==> src/rtl/assert_macros.svh <==
// Assertion helpers shared by the RTL. Compiled out for synthesis.
`ifndef ASSERT_MACROS_SVH
`define ASSERT_MACROS_SVH

`ifndef SYNTHESIS

// Same-cycle implication, checked on every rising clk outside reset.
`define PVEF_ASSERT(label, ante, cons) \
  label: assert property (@(posedge clk) disable iff (!rst_n) (ante) |-> (cons)) \
    else $error("pvef: assertion failed");

// Next-cycle implication.
`define PVEF_ASSERT_NEXT(label, ante, cons) \
  label: assert property (@(posedge clk) disable iff (!rst_n) (ante) |=> (cons)) \
    else $error("pvef: assertion failed");

`else

`define PVEF_ASSERT(label, ante, cons)
`define PVEF_ASSERT_NEXT(label, ante, cons)

`endif

`endif

==> src/rtl/pvef_pkg.sv <==
package pvef_pkg;

  // Defaults for the top-level size parameters
  localparam int DEF_MAX_WIDTH  = 1024;
  localparam int DEF_MAX_HEIGHT = 1024;

  // Field widths
  localparam int PIX_W = 8;
  localparam int RGB_W = 3 * PIX_W;
  localparam int SUM_W = 10;
  localparam int CFG_W = 11;

  // Register reset values
  localparam logic [CFG_W-1:0] CFG_WIDTH_RST  = CFG_W'(640);
  localparam logic [CFG_W-1:0] CFG_HEIGHT_RST = CFG_W'(480);

  // Register index (byte address bit 2)
  typedef enum logic {
    REG_IMAGE_WIDTH  = 1'b0,
    REG_IMAGE_HEIGHT = 1'b1
  } reg_idx_t;

  // One column of the 3x3 window: center pixel and per-channel column sums
  typedef struct packed {
    logic [2:0][SUM_W-1:0] sum;
    logic [RGB_W-1:0]      center;
  } col_t;

  // Control handed to the window datapath with each item
  typedef struct packed {
    logic restart;   // last pixel of the frame: clear the window afterwards
    logic border;    // result passes the center pixel through
  } win_ctl_t;

  // Truncating divide by 3 for 0..765: multiply by 683/2048
  function automatic logic [PIX_W-1:0] div3(input logic [SUM_W-1:0] mag);
    logic [2*SUM_W-1:0] prod;
    prod = mag * SUM_W'(683);
    return prod[18:11];
  endfunction

endpackage

==> src/rtl/pvef_window.sv <==
module pvef_window import pvef_pkg::*; (
  input  logic             clk,
  input  logic             rst_n,
  input  logic             clear,
  input  logic             fire,
  input  win_ctl_t         ctl,
  input  logic [RGB_W-1:0] top,
  input  logic [RGB_W-1:0] mid,
  input  logic [RGB_W-1:0] pix,
  output logic [RGB_W-1:0] res_rgb
);

  // Window columns left of the incoming one: mid_col becomes the left
  // column and right_col the center column once the new column shifts in
  col_t mid_col_r, mid_col_nxt;
  col_t right_col_r, right_col_nxt;
  col_t new_col;
  logic [2:0][PIX_W-1:0] grad;

  // Column sums of the incoming column
  always_comb begin
    new_col.center = mid;
    for (int k = 0; k < 3; k++) begin
      new_col.sum[k] = SUM_W'(top[k*PIX_W +: PIX_W]) + SUM_W'(mid[k*PIX_W +: PIX_W])
                     + SUM_W'(pix[k*PIX_W +: PIX_W]);
    end
  end

  // Right column minus left column, magnitude over 3
  always_comb begin
    for (int k = 0; k < 3; k++) begin
      if (new_col.sum[k] >= mid_col_r.sum[k]) begin
        grad[k] = div3(new_col.sum[k] - mid_col_r.sum[k]);
      end else begin
        grad[k] = div3(mid_col_r.sum[k] - new_col.sum[k]);
      end
    end
    res_rgb = ctl.border ? right_col_r.center : grad;
  end

  // Shift on each item; a frame restart or a register write empties the window
  always_comb begin
    mid_col_nxt   = mid_col_r;
    right_col_nxt = right_col_r;
    if (clear) begin
      mid_col_nxt   = '0;
      right_col_nxt = '0;
    end else if (fire) begin
      if (ctl.restart) begin
        mid_col_nxt   = '0;
        right_col_nxt = '0;
      end else begin
        mid_col_nxt   = right_col_r;
        right_col_nxt = new_col;
      end
    end
  end

  always_ff @(posedge clk) begin
    if (!rst_n) begin
      mid_col_r   <= '0;
      right_col_r <= '0;
    end else begin
      mid_col_r   <= mid_col_nxt;
      right_col_r <= right_col_nxt;
    end
  end

endmodule

==> config.mk <==
export PLATFORM = sky130hd
export DESIGN_NAME = pvef_window
export DESIGN_NICKNAME = d
export VERILOG_FILES = /design/src/rtl/assert_macros.svh /design/src/rtl/pvef_pkg.sv /design/src/rtl/pvef_window.sv
export SDC_FILE = /design/constraint.sdc
export NUM_CORES = 1
export LEC_CHECK = 0
export BUFFER_PORTS_ARGS = -buffer_cell sky130_fd_sc_hd__buf_4
export CORE_ASPECT_RATIO = 1.2
export CORE_MARGIN = 4
export CORE_UTILIZATION = 40
export DETAILED_ROUTE_END_ITERATION = 10
export GPL_TIMING_DRIVEN = 0
export HOLD_SLACK_MARGIN = 0.03
export SYNTH_ARGS = -nofsm -noshare
export SYNTH_HDL_FRONTEND = slang
export SYNTH_SLANG_ARGS = --single-unit
==> constraint.sdc <==
create_clock -name clk -period 21.4 [get_ports clk]
set_input_delay 1.07 -clock clk [delete_from_list [all_inputs] [get_ports clk]]
set_output_delay 1.07 -clock clk [all_outputs]
set_load 0.01 [all_outputs]
==> results.txt, run 1 <==
status = complete, no violations
initial antenna violation count = 1
# clock sinks = 84
post-DR vias/cell = 5.154
DR vias = 13266
number of enable flip-flop cells after synthesis = 0
CTS tree = done
diode count = 0
Crit path top cell by count = ha_1
Main synth FF type = dfxtp_1
cts repair resizes = 0
Placer Congestion = 0.8979
buffers added on ports = 99
post-synthesis cell area = 16910 um^2
core footprint = 41760 um^2
sequential-to-total area share from yosys stat = 0.09942
largest net degree at the start of global routing = 14
max_cap viols = 0
Synth Net Count = 2550
Tightest Pin Transition = 1.011 ns
Initial DRC Count = 580
Final Hold Fails = 0
clk_lat worst skew = 0.33 ns
CTS H-tree lvls = 3
Final Net Count = 2660
number of synthesized register bits = 84
Area Growth Syn to Fin = 10.38%
vias in the first global route = 13908
maximum clock path buffer count = 2
async set-or-reset flop fraction in the synthesized netlist = 0
per-cell routed wire length = 16.97 um
CP max-delay cell = xnor2_1
post-CTS setup repair buffer count = 0
Arrival @ worst endpoint = 9.89 ns
post-layout min period = 10.96 ns
Routed Antenna Nets = 0
Post-Syn Instances = 1913
Clock Skew = 0.004980 ns
total iterations of the first detailed-routing run = 6
Rel. slew slack = 0.3258
root buffer cell = clkbuf_16
Worst Hold Class = reg2reg
fin crit share = 0.5120
max incr delay on CP = 0.66 ns
Max Fclk = 0.09127 GHz
Die Span Y = 233.3 um
Std-Cell Rows = 82
total gr overflow = 0
startpoint types = primary input
RSZ-0062 raised after global routing = false
Post-CTS Hold Buffers = 0
Post-DP HPWL = 38650 um
starting density of the core = 0.4051
total number of yosys warnings = 0
Die Wd = 195.7 um
critical setup path kind = in2out
mean post-synth cell area = 8.842 um^2
Setup-failing EPs final = 0
Reg clk slew, reported paths = 0.06 ns
gr usage total = 0.1940
Num CTS Buffers = 9
crit end category = primary output
layout cell share with drive strength beyond 1 = 0.06953
worst-path maximum fanout = 7
first-pass GRT wire length = 71910 um
post-synth cell types = 72
Die ar. = 45650 um^2
io pins = 102
# DRC = 0
Worst Path Required = 20.33 ns
setup TNS = 0 ns
wirelength, routed = 43680 um
Final Max Tran Viols = 0
final timing paths:
check	start	to	slack, ns	cells past startpoint
setup / recovery	mid[9]	res_rgb[14]	10.44	35
hold / removal	right_col_r[32]	right_col_r[32]	0.47	2
setup reg to reg	mid_col_r[35]	mid_col_r[35]	20.53	3
hold reg to reg	right_col_r[32]	right_col_r[32]	0.47	2
cell usage in the layout (no fill, tap or decap), types with 22 or more instances in the layout:
cell / n
xor2_1: 52
dfxtp_1: 84
a21oi_1: 137
inv_1: 275
o21ai_0: 52
nand2_1: 68
nand2b_1: 22
clkbuf_1: 43
buf_4: 104
ha_1: 417
o22ai_1: 33
xnor2_1: 99
fa_1: 142
nor2_1: 122
nor2b_1: 96
a21o_1: 49
state kept, by name, summed over array words and instances, names as in the netlist:
signal / cells
mid_col_r: 30
right_col_r: 54
critical path: cells and delay by family:
family | cells | cell delay [ns]
AND/OR/NAND/NOR | 6 | 0.85
XOR/XNOR | 4 | 1.15
AO/OA/AOI/OAI | 10 | 2.42
adder cells (fa/ha/maj) | 9 | 3.40
buffers and inverters | 6 | 0.98
kinds of logic after synthesis:
kind of cell               after synthesis  synth area share
adders and majority gates              559            0.4765
muxes                                   15          0.009395
and+or+nand+nor                        399            0.1206
xor gates and xnor gates               153           0.08085
AOI/OAI and AO/OA                      371            0.1377
buffers and inverters                  332           0.07552
DFF                                     84           0.09942
cell usage after synthesis (all sizes together), types with 3 or more instances:
master | count | area [um^2]
o21bai | 14 | 105.1
o31ai | 5 | 37.54
o21a | 14 | 105.1
ha | 417 | 5218
a21boi | 3 | 22.52
nand3 | 11 | 55.05
mux2 | 7 | 78.83
clkbuf | 41 | 153.9
inv | 275 | 1032
a221o | 3 | 30.03
xor2 | 52 | 455.4
a221oi | 3 | 32.53
nor3 | 16 | 80.08
nand3b | 6 | 45.04
buf | 15 | 87.59
nor2b | 96 | 600.6
or3 | 5 | 31.28
or2 | 5 | 31.28
nand2b | 22 | 137.6
dfxtp | 84 | 1682
a21o | 49 | 367.9
nor2 | 123 | 464.2
o21ai | 55 | 275.3
o31a | 4 | 35.03
nand2 | 68 | 255.2
o211ai | 3 | 22.52
a211o | 4 | 35.03
o22ai | 33 | 206.5
and2 | 12 | 75.07
nand4 | 10 | 62.56
xnor2 | 99 | 867.1
a21oi | 137 | 685.7
a22oi | 3 | 22.52
a31oi | 11 | 68.82
nor4bb | 4 | 40.04
and3 | 8 | 50.05
mux2i | 8 | 80.08
fa | 142 | 2843
o2111ai | 4 | 35.03
nor4 | 3 | 18.77
a211oi | 9 | 67.56
area by class of cell:
cell class / count / area (um^2)
fill: 4097 / 23090
multi-input combinational: 1497 / 13960
sequential: 84 / 1682
inverter: 276 / 1036
timing repair buffer: 99 / 743.2
tap: 546 / 683.2
clock buffer: 13 / 260.3
buffer: 56 / 241.5
clock inverter: 3 / 68.82
stage by stage:
step | hold slack, ns | setup WS (ns) | utilization | area (um^2) | cells
floorplan | 0.4436 | 11.79 | - | 16920 | 1913
global placement | 0.4596 | 10.34 | 0.4392 | 18340 | 2558
detailed placement | 0.4626 | 10.38 | 0.4392 | 18340 | 2558
CTS | 0.4704 | 10.31 | 0.4471 | 18670 | 2574
global route | 0.4984 | 9.795 | 0.4471 | 18670 | 2574
finish | 0.4721 | 10.44 | 0.4471 | 18670 | 2574
per-layer routing:
layer  track usage  routed length (um)
met1        0.2528               19890
met4       0.03121                 608
met5             0                   0
met2        0.3571               21820
met3       0.01515                1361
Power of run 1 is left out: the tool's default activity adds up to more than one toggle a clock period on the data nets, which glitch-free logic cannot reach.
==> run 2, diff against run 1 <==
--- a/config.mk
+++ b/config.mk
@@ -5,6 +5,7 @@
 export SDC_FILE = /design/constraint.sdc
 export NUM_CORES = 1
 export LEC_CHECK = 0
+export ABC_AREA = 1
 export BUFFER_PORTS_ARGS = -buffer_cell sky130_fd_sc_hd__buf_4
 export CORE_ASPECT_RATIO = 1.2
 export CORE_MARGIN = 4
==> constraint.sdc (replaced) <==
create_clock -name clk -period 9.5 [get_ports clk]
set_input_delay 0.475 -clock clk [delete_from_list [all_inputs] [get_ports clk]]
set_output_delay 0.475 -clock clk [all_outputs]
set_load 0.01 [all_outputs]
==> run 2 against run 1 <==
  * Wire length up 21%
  * Final cell count up 29%
  * Critical path depth down 1
==> results.txt, run 2 <==
Die Span Y = 245.7 um (+5.3%)
leading cell type in the layout, fill and taps excluded = nand2_1
post-synthesis cell area = 18830 um^2 (+11%)
Reg clk slew, reported paths = 0.07 ns (about the same)
Setup-failing EPs final = 0 (unchanged)
Num CTS Buffers = 9 (unchanged)
largest net degree at the start of global routing = 17 (+3)
buffers added on ports = 101 (+2.0%)
synth cell count leaders = 650 x nand2_1, 417 x ha_1, 395 x inv_1
worst r2r dst = mid_col_r[45]
Fillers = 4826 (+18%)
largest area contributor in the netlist = ha_1
reg2reg start = mid_col_r[45]
gr usage total = 0.2086 (+0.01454)
Area Growth Syn to Fin = 9.879%
max_cap viols = 0 (unchanged)
Worst Hold Class = in2reg
Biggest register = right_col_r
layout cell share with drive strength beyond 1 = 0.06990 (+0.0003698)
Die Wd = 206.1 um (+5.3%)
Final Hold Fails = 0 (unchanged)
starting density of the core = 0.4070 (+0.001955)
Routed Antenna Nets = 0 (unchanged)
# DRC = 0 (unchanged)
Post-CTS Hold Buffers = 0 (unchanged)
Arrival @ worst endpoint = 8.10 ns (-1.79 ns)
Initial DRC Count = 744 (+28%)
number of synthesized register bits = 84 (unchanged)
startpoint types = primary input
Worst R2R Setup Slack = 8.71 ns (-11.82 ns)
status = complete, no violations
mean post-synth cell area = 7.280 um^2 (-18%)
post-CTS setup repair buffer count = 0 (unchanged)
dominant cells by area after synthesis = ha_1 28%, fa_1 15%, nand2_1 13%
Die ar. = 50630 um^2 (+11%)
Clock Skew = 0.003831 ns (-0.001149 ns)
wirelength, routed = 52750 um (+21%)
most frequent cells in the layout = 650 x nand2_1, 417 x ha_1, 395 x inv_1
total number of yosys warnings = 0 (unchanged)
Post-DP HPWL = 46700 um (+21%)
max incr delay on CP = 0.63 ns (-0.03 ns)
Rel. slew slack = 0.2495 (-0.07631)
maximum clock path buffer count = 2 (unchanged)
max reg flops = 54 (unchanged)
Synth Net Count = 3224 (+26%)
critical setup path kind = in2out
Final Net Count = 3336 (+25%)
Largest regs = right_col_r x54, mid_col_r x30
post-layout min period = 8.575 ns
CTS tree = done
cts repair resizes = 0 (unchanged)
io pins = 102 (unchanged)
root buffer cell = clkbuf_16
most common cell in the synthesized netlist = nand2_1
Worst Path Required = 9.03 ns (-11.30 ns)
DR vias = 16813 (+27%)
core footprint = 46270 um^2 (+11%)
fin crit share = 0.9026
RSZ-0062 raised after global routing = false
CP startpoint = top[9]
per-cell routed wire length = 15.89 um (-6.4%)
async set-or-reset flop fraction in the synthesized netlist = 0 (unchanged)
CP endpoint = res_rgb[9]
# clock sinks = 84 (unchanged)
diode count = 0 (unchanged)
setup TNS = 0 ns (unchanged)
vias in the first global route = 17153 (+23%)
clk_lat worst skew = 0.35 ns (+0.02 ns)
post-synth cell types = 46 (-36%)
CTS H-tree lvls = 3 (unchanged)
sequential-to-total area share from yosys stat = 0.08929 (-0.01013)
CP max-delay cell = xor2_1
worst r2r path cells = 2 (-1)
total gr overflow = 0 (unchanged)
worst-path maximum fanout = 4 (-3)
Tightest Pin Transition = 1.126 ns (+0.1145 ns)
crit end category = primary output
Post-Syn Instances = 2587 (+35%)
Final Max Tran Viols = 0 (unchanged)
post-DR vias/cell = 5.064 (-1.7%)
Main synth FF type = dfxtp_1
total iterations of the first detailed-routing run = 5 (-1)
initial antenna violation count = 0 (-1)
Crit path top cell by count = nand2_1
Max Fclk = 0.1166 GHz
number of enable flip-flop cells after synthesis = 0 (unchanged)
first-pass GRT wire length = 85590 um (+19%)
Placer Congestion = 0.9703 (+8.1%)
Synth top area share = 0.2770 (-0.03142)
Std-Cell Rows = 86 (+4.9%)
## run 2: changes by cell type after synthesis, moves of 22 or more
cell | previous run | this run
nand2_1 | 68 | 650
inv_1 | 275 | 395
a21oi_1 | 137 | 249
nand3_1 | 11 | 116
nor2b_1 | 96 | 0
xnor2_1 | 99 | 30
a21o_1 | 49 | 11
o22ai_1 | 33 | 1
o21ai_0 | 52 | 79
nand2b_1 | 22 | 0
## run 2: logic make-up (layout without fill, tap and decap cells)
kind of cell / Yosys count / after routing / share of synthesized area
buf+inv: 449 / 566 / 0.09261
simple gates: 989 / 989 / 0.2194
xor+xnor: 104 / 104 / 0.05295
fa+ha+maj: 559 / 559 / 0.4280
flops: 84 / 84 / 0.08929
compound gates: 402 / 402 / 0.1178
## run 2: how the worst min path moves through the flow
stage | startpoint | endpoint | slack (ns) | cells past startpoint
2_1_floorplan | right_col_r[33] | mid_col_r[33] | 0.44 | 2
3_3_place_gp | right_col_r[49] | mid_col_r[49] | 0.45 | 2
3_5_place_dp | right_col_r[35] | mid_col_r[35] | 0.45 | 2
4_1_cts | mid[9] | right_col_r[9] | 0.38 | 3
5_1_grt | mid[9] | right_col_r[9] | 0.39 | 3
6_report | mid[17] | right_col_r[17] | 0.39 | 3
## run 2: worst max-delay path, delay by kind of cell
kind	cells	cell delay, ns
adders and majority gates	10	4.15
AOI/OAI and AO/OA	6	1.07
and+or+nand+nor	10	0.98
xor gates and xnor gates	2	0.98
buffers and inverters	6	0.44
## run 2: cell type report
| class | count | area (um^2) | area share |
|---|---|---|---|
| multi-input cells | 2054 | 15410 | 0.7445 |
| flip-flops and latches | 84 | 1682 | 0.08126 |
| inverters | 401 | 1505 | 0.07274 |
| well taps | 616 | 770.7 | 0.03725 |
| repair buffers | 101 | 758.2 | 0.03664 |
| plain buffers | 48 | 239.0 | 0.01155 |
| clock buffers | 9 | 225.2 | 0.01088 |
| clock inverters | 7 | 106.4 | 0.005139 |
## run 2: per-stage QoR
| stage | instances | setup WS (ns) | hold WS (ns) | utilization | area, um^2 |
|---|---|---|---|---|---|
| 4_1_cts | 3320 | 0.9830 | 0.3791 | 0.4472 | 20690 |
| 2_1_floorplan | 2587 | 2.192 | 0.4410 | - | 18830 |
| 5_1_grt | 3320 | 0.4644 | 0.3885 | 0.4472 | 20690 |
| 3_5_place_dp | 3304 | 1.008 | 0.4524 | 0.4401 | 20360 |
| 3_3_place_gp | 3304 | 0.9469 | 0.4454 | 0.4401 | 20360 |
| 6_report | 3320 | 0.9249 | 0.3915 | 0.4472 | 20690 |
## run 2: metal layers
metal	GRT usage	share of wire
met1	0.2651	0.45
met4	0.05090	0.024
met2	0.3757	0.49
met5	0	0
met3	0.02361	0.037
Power of run 2 is left out for the same reason.
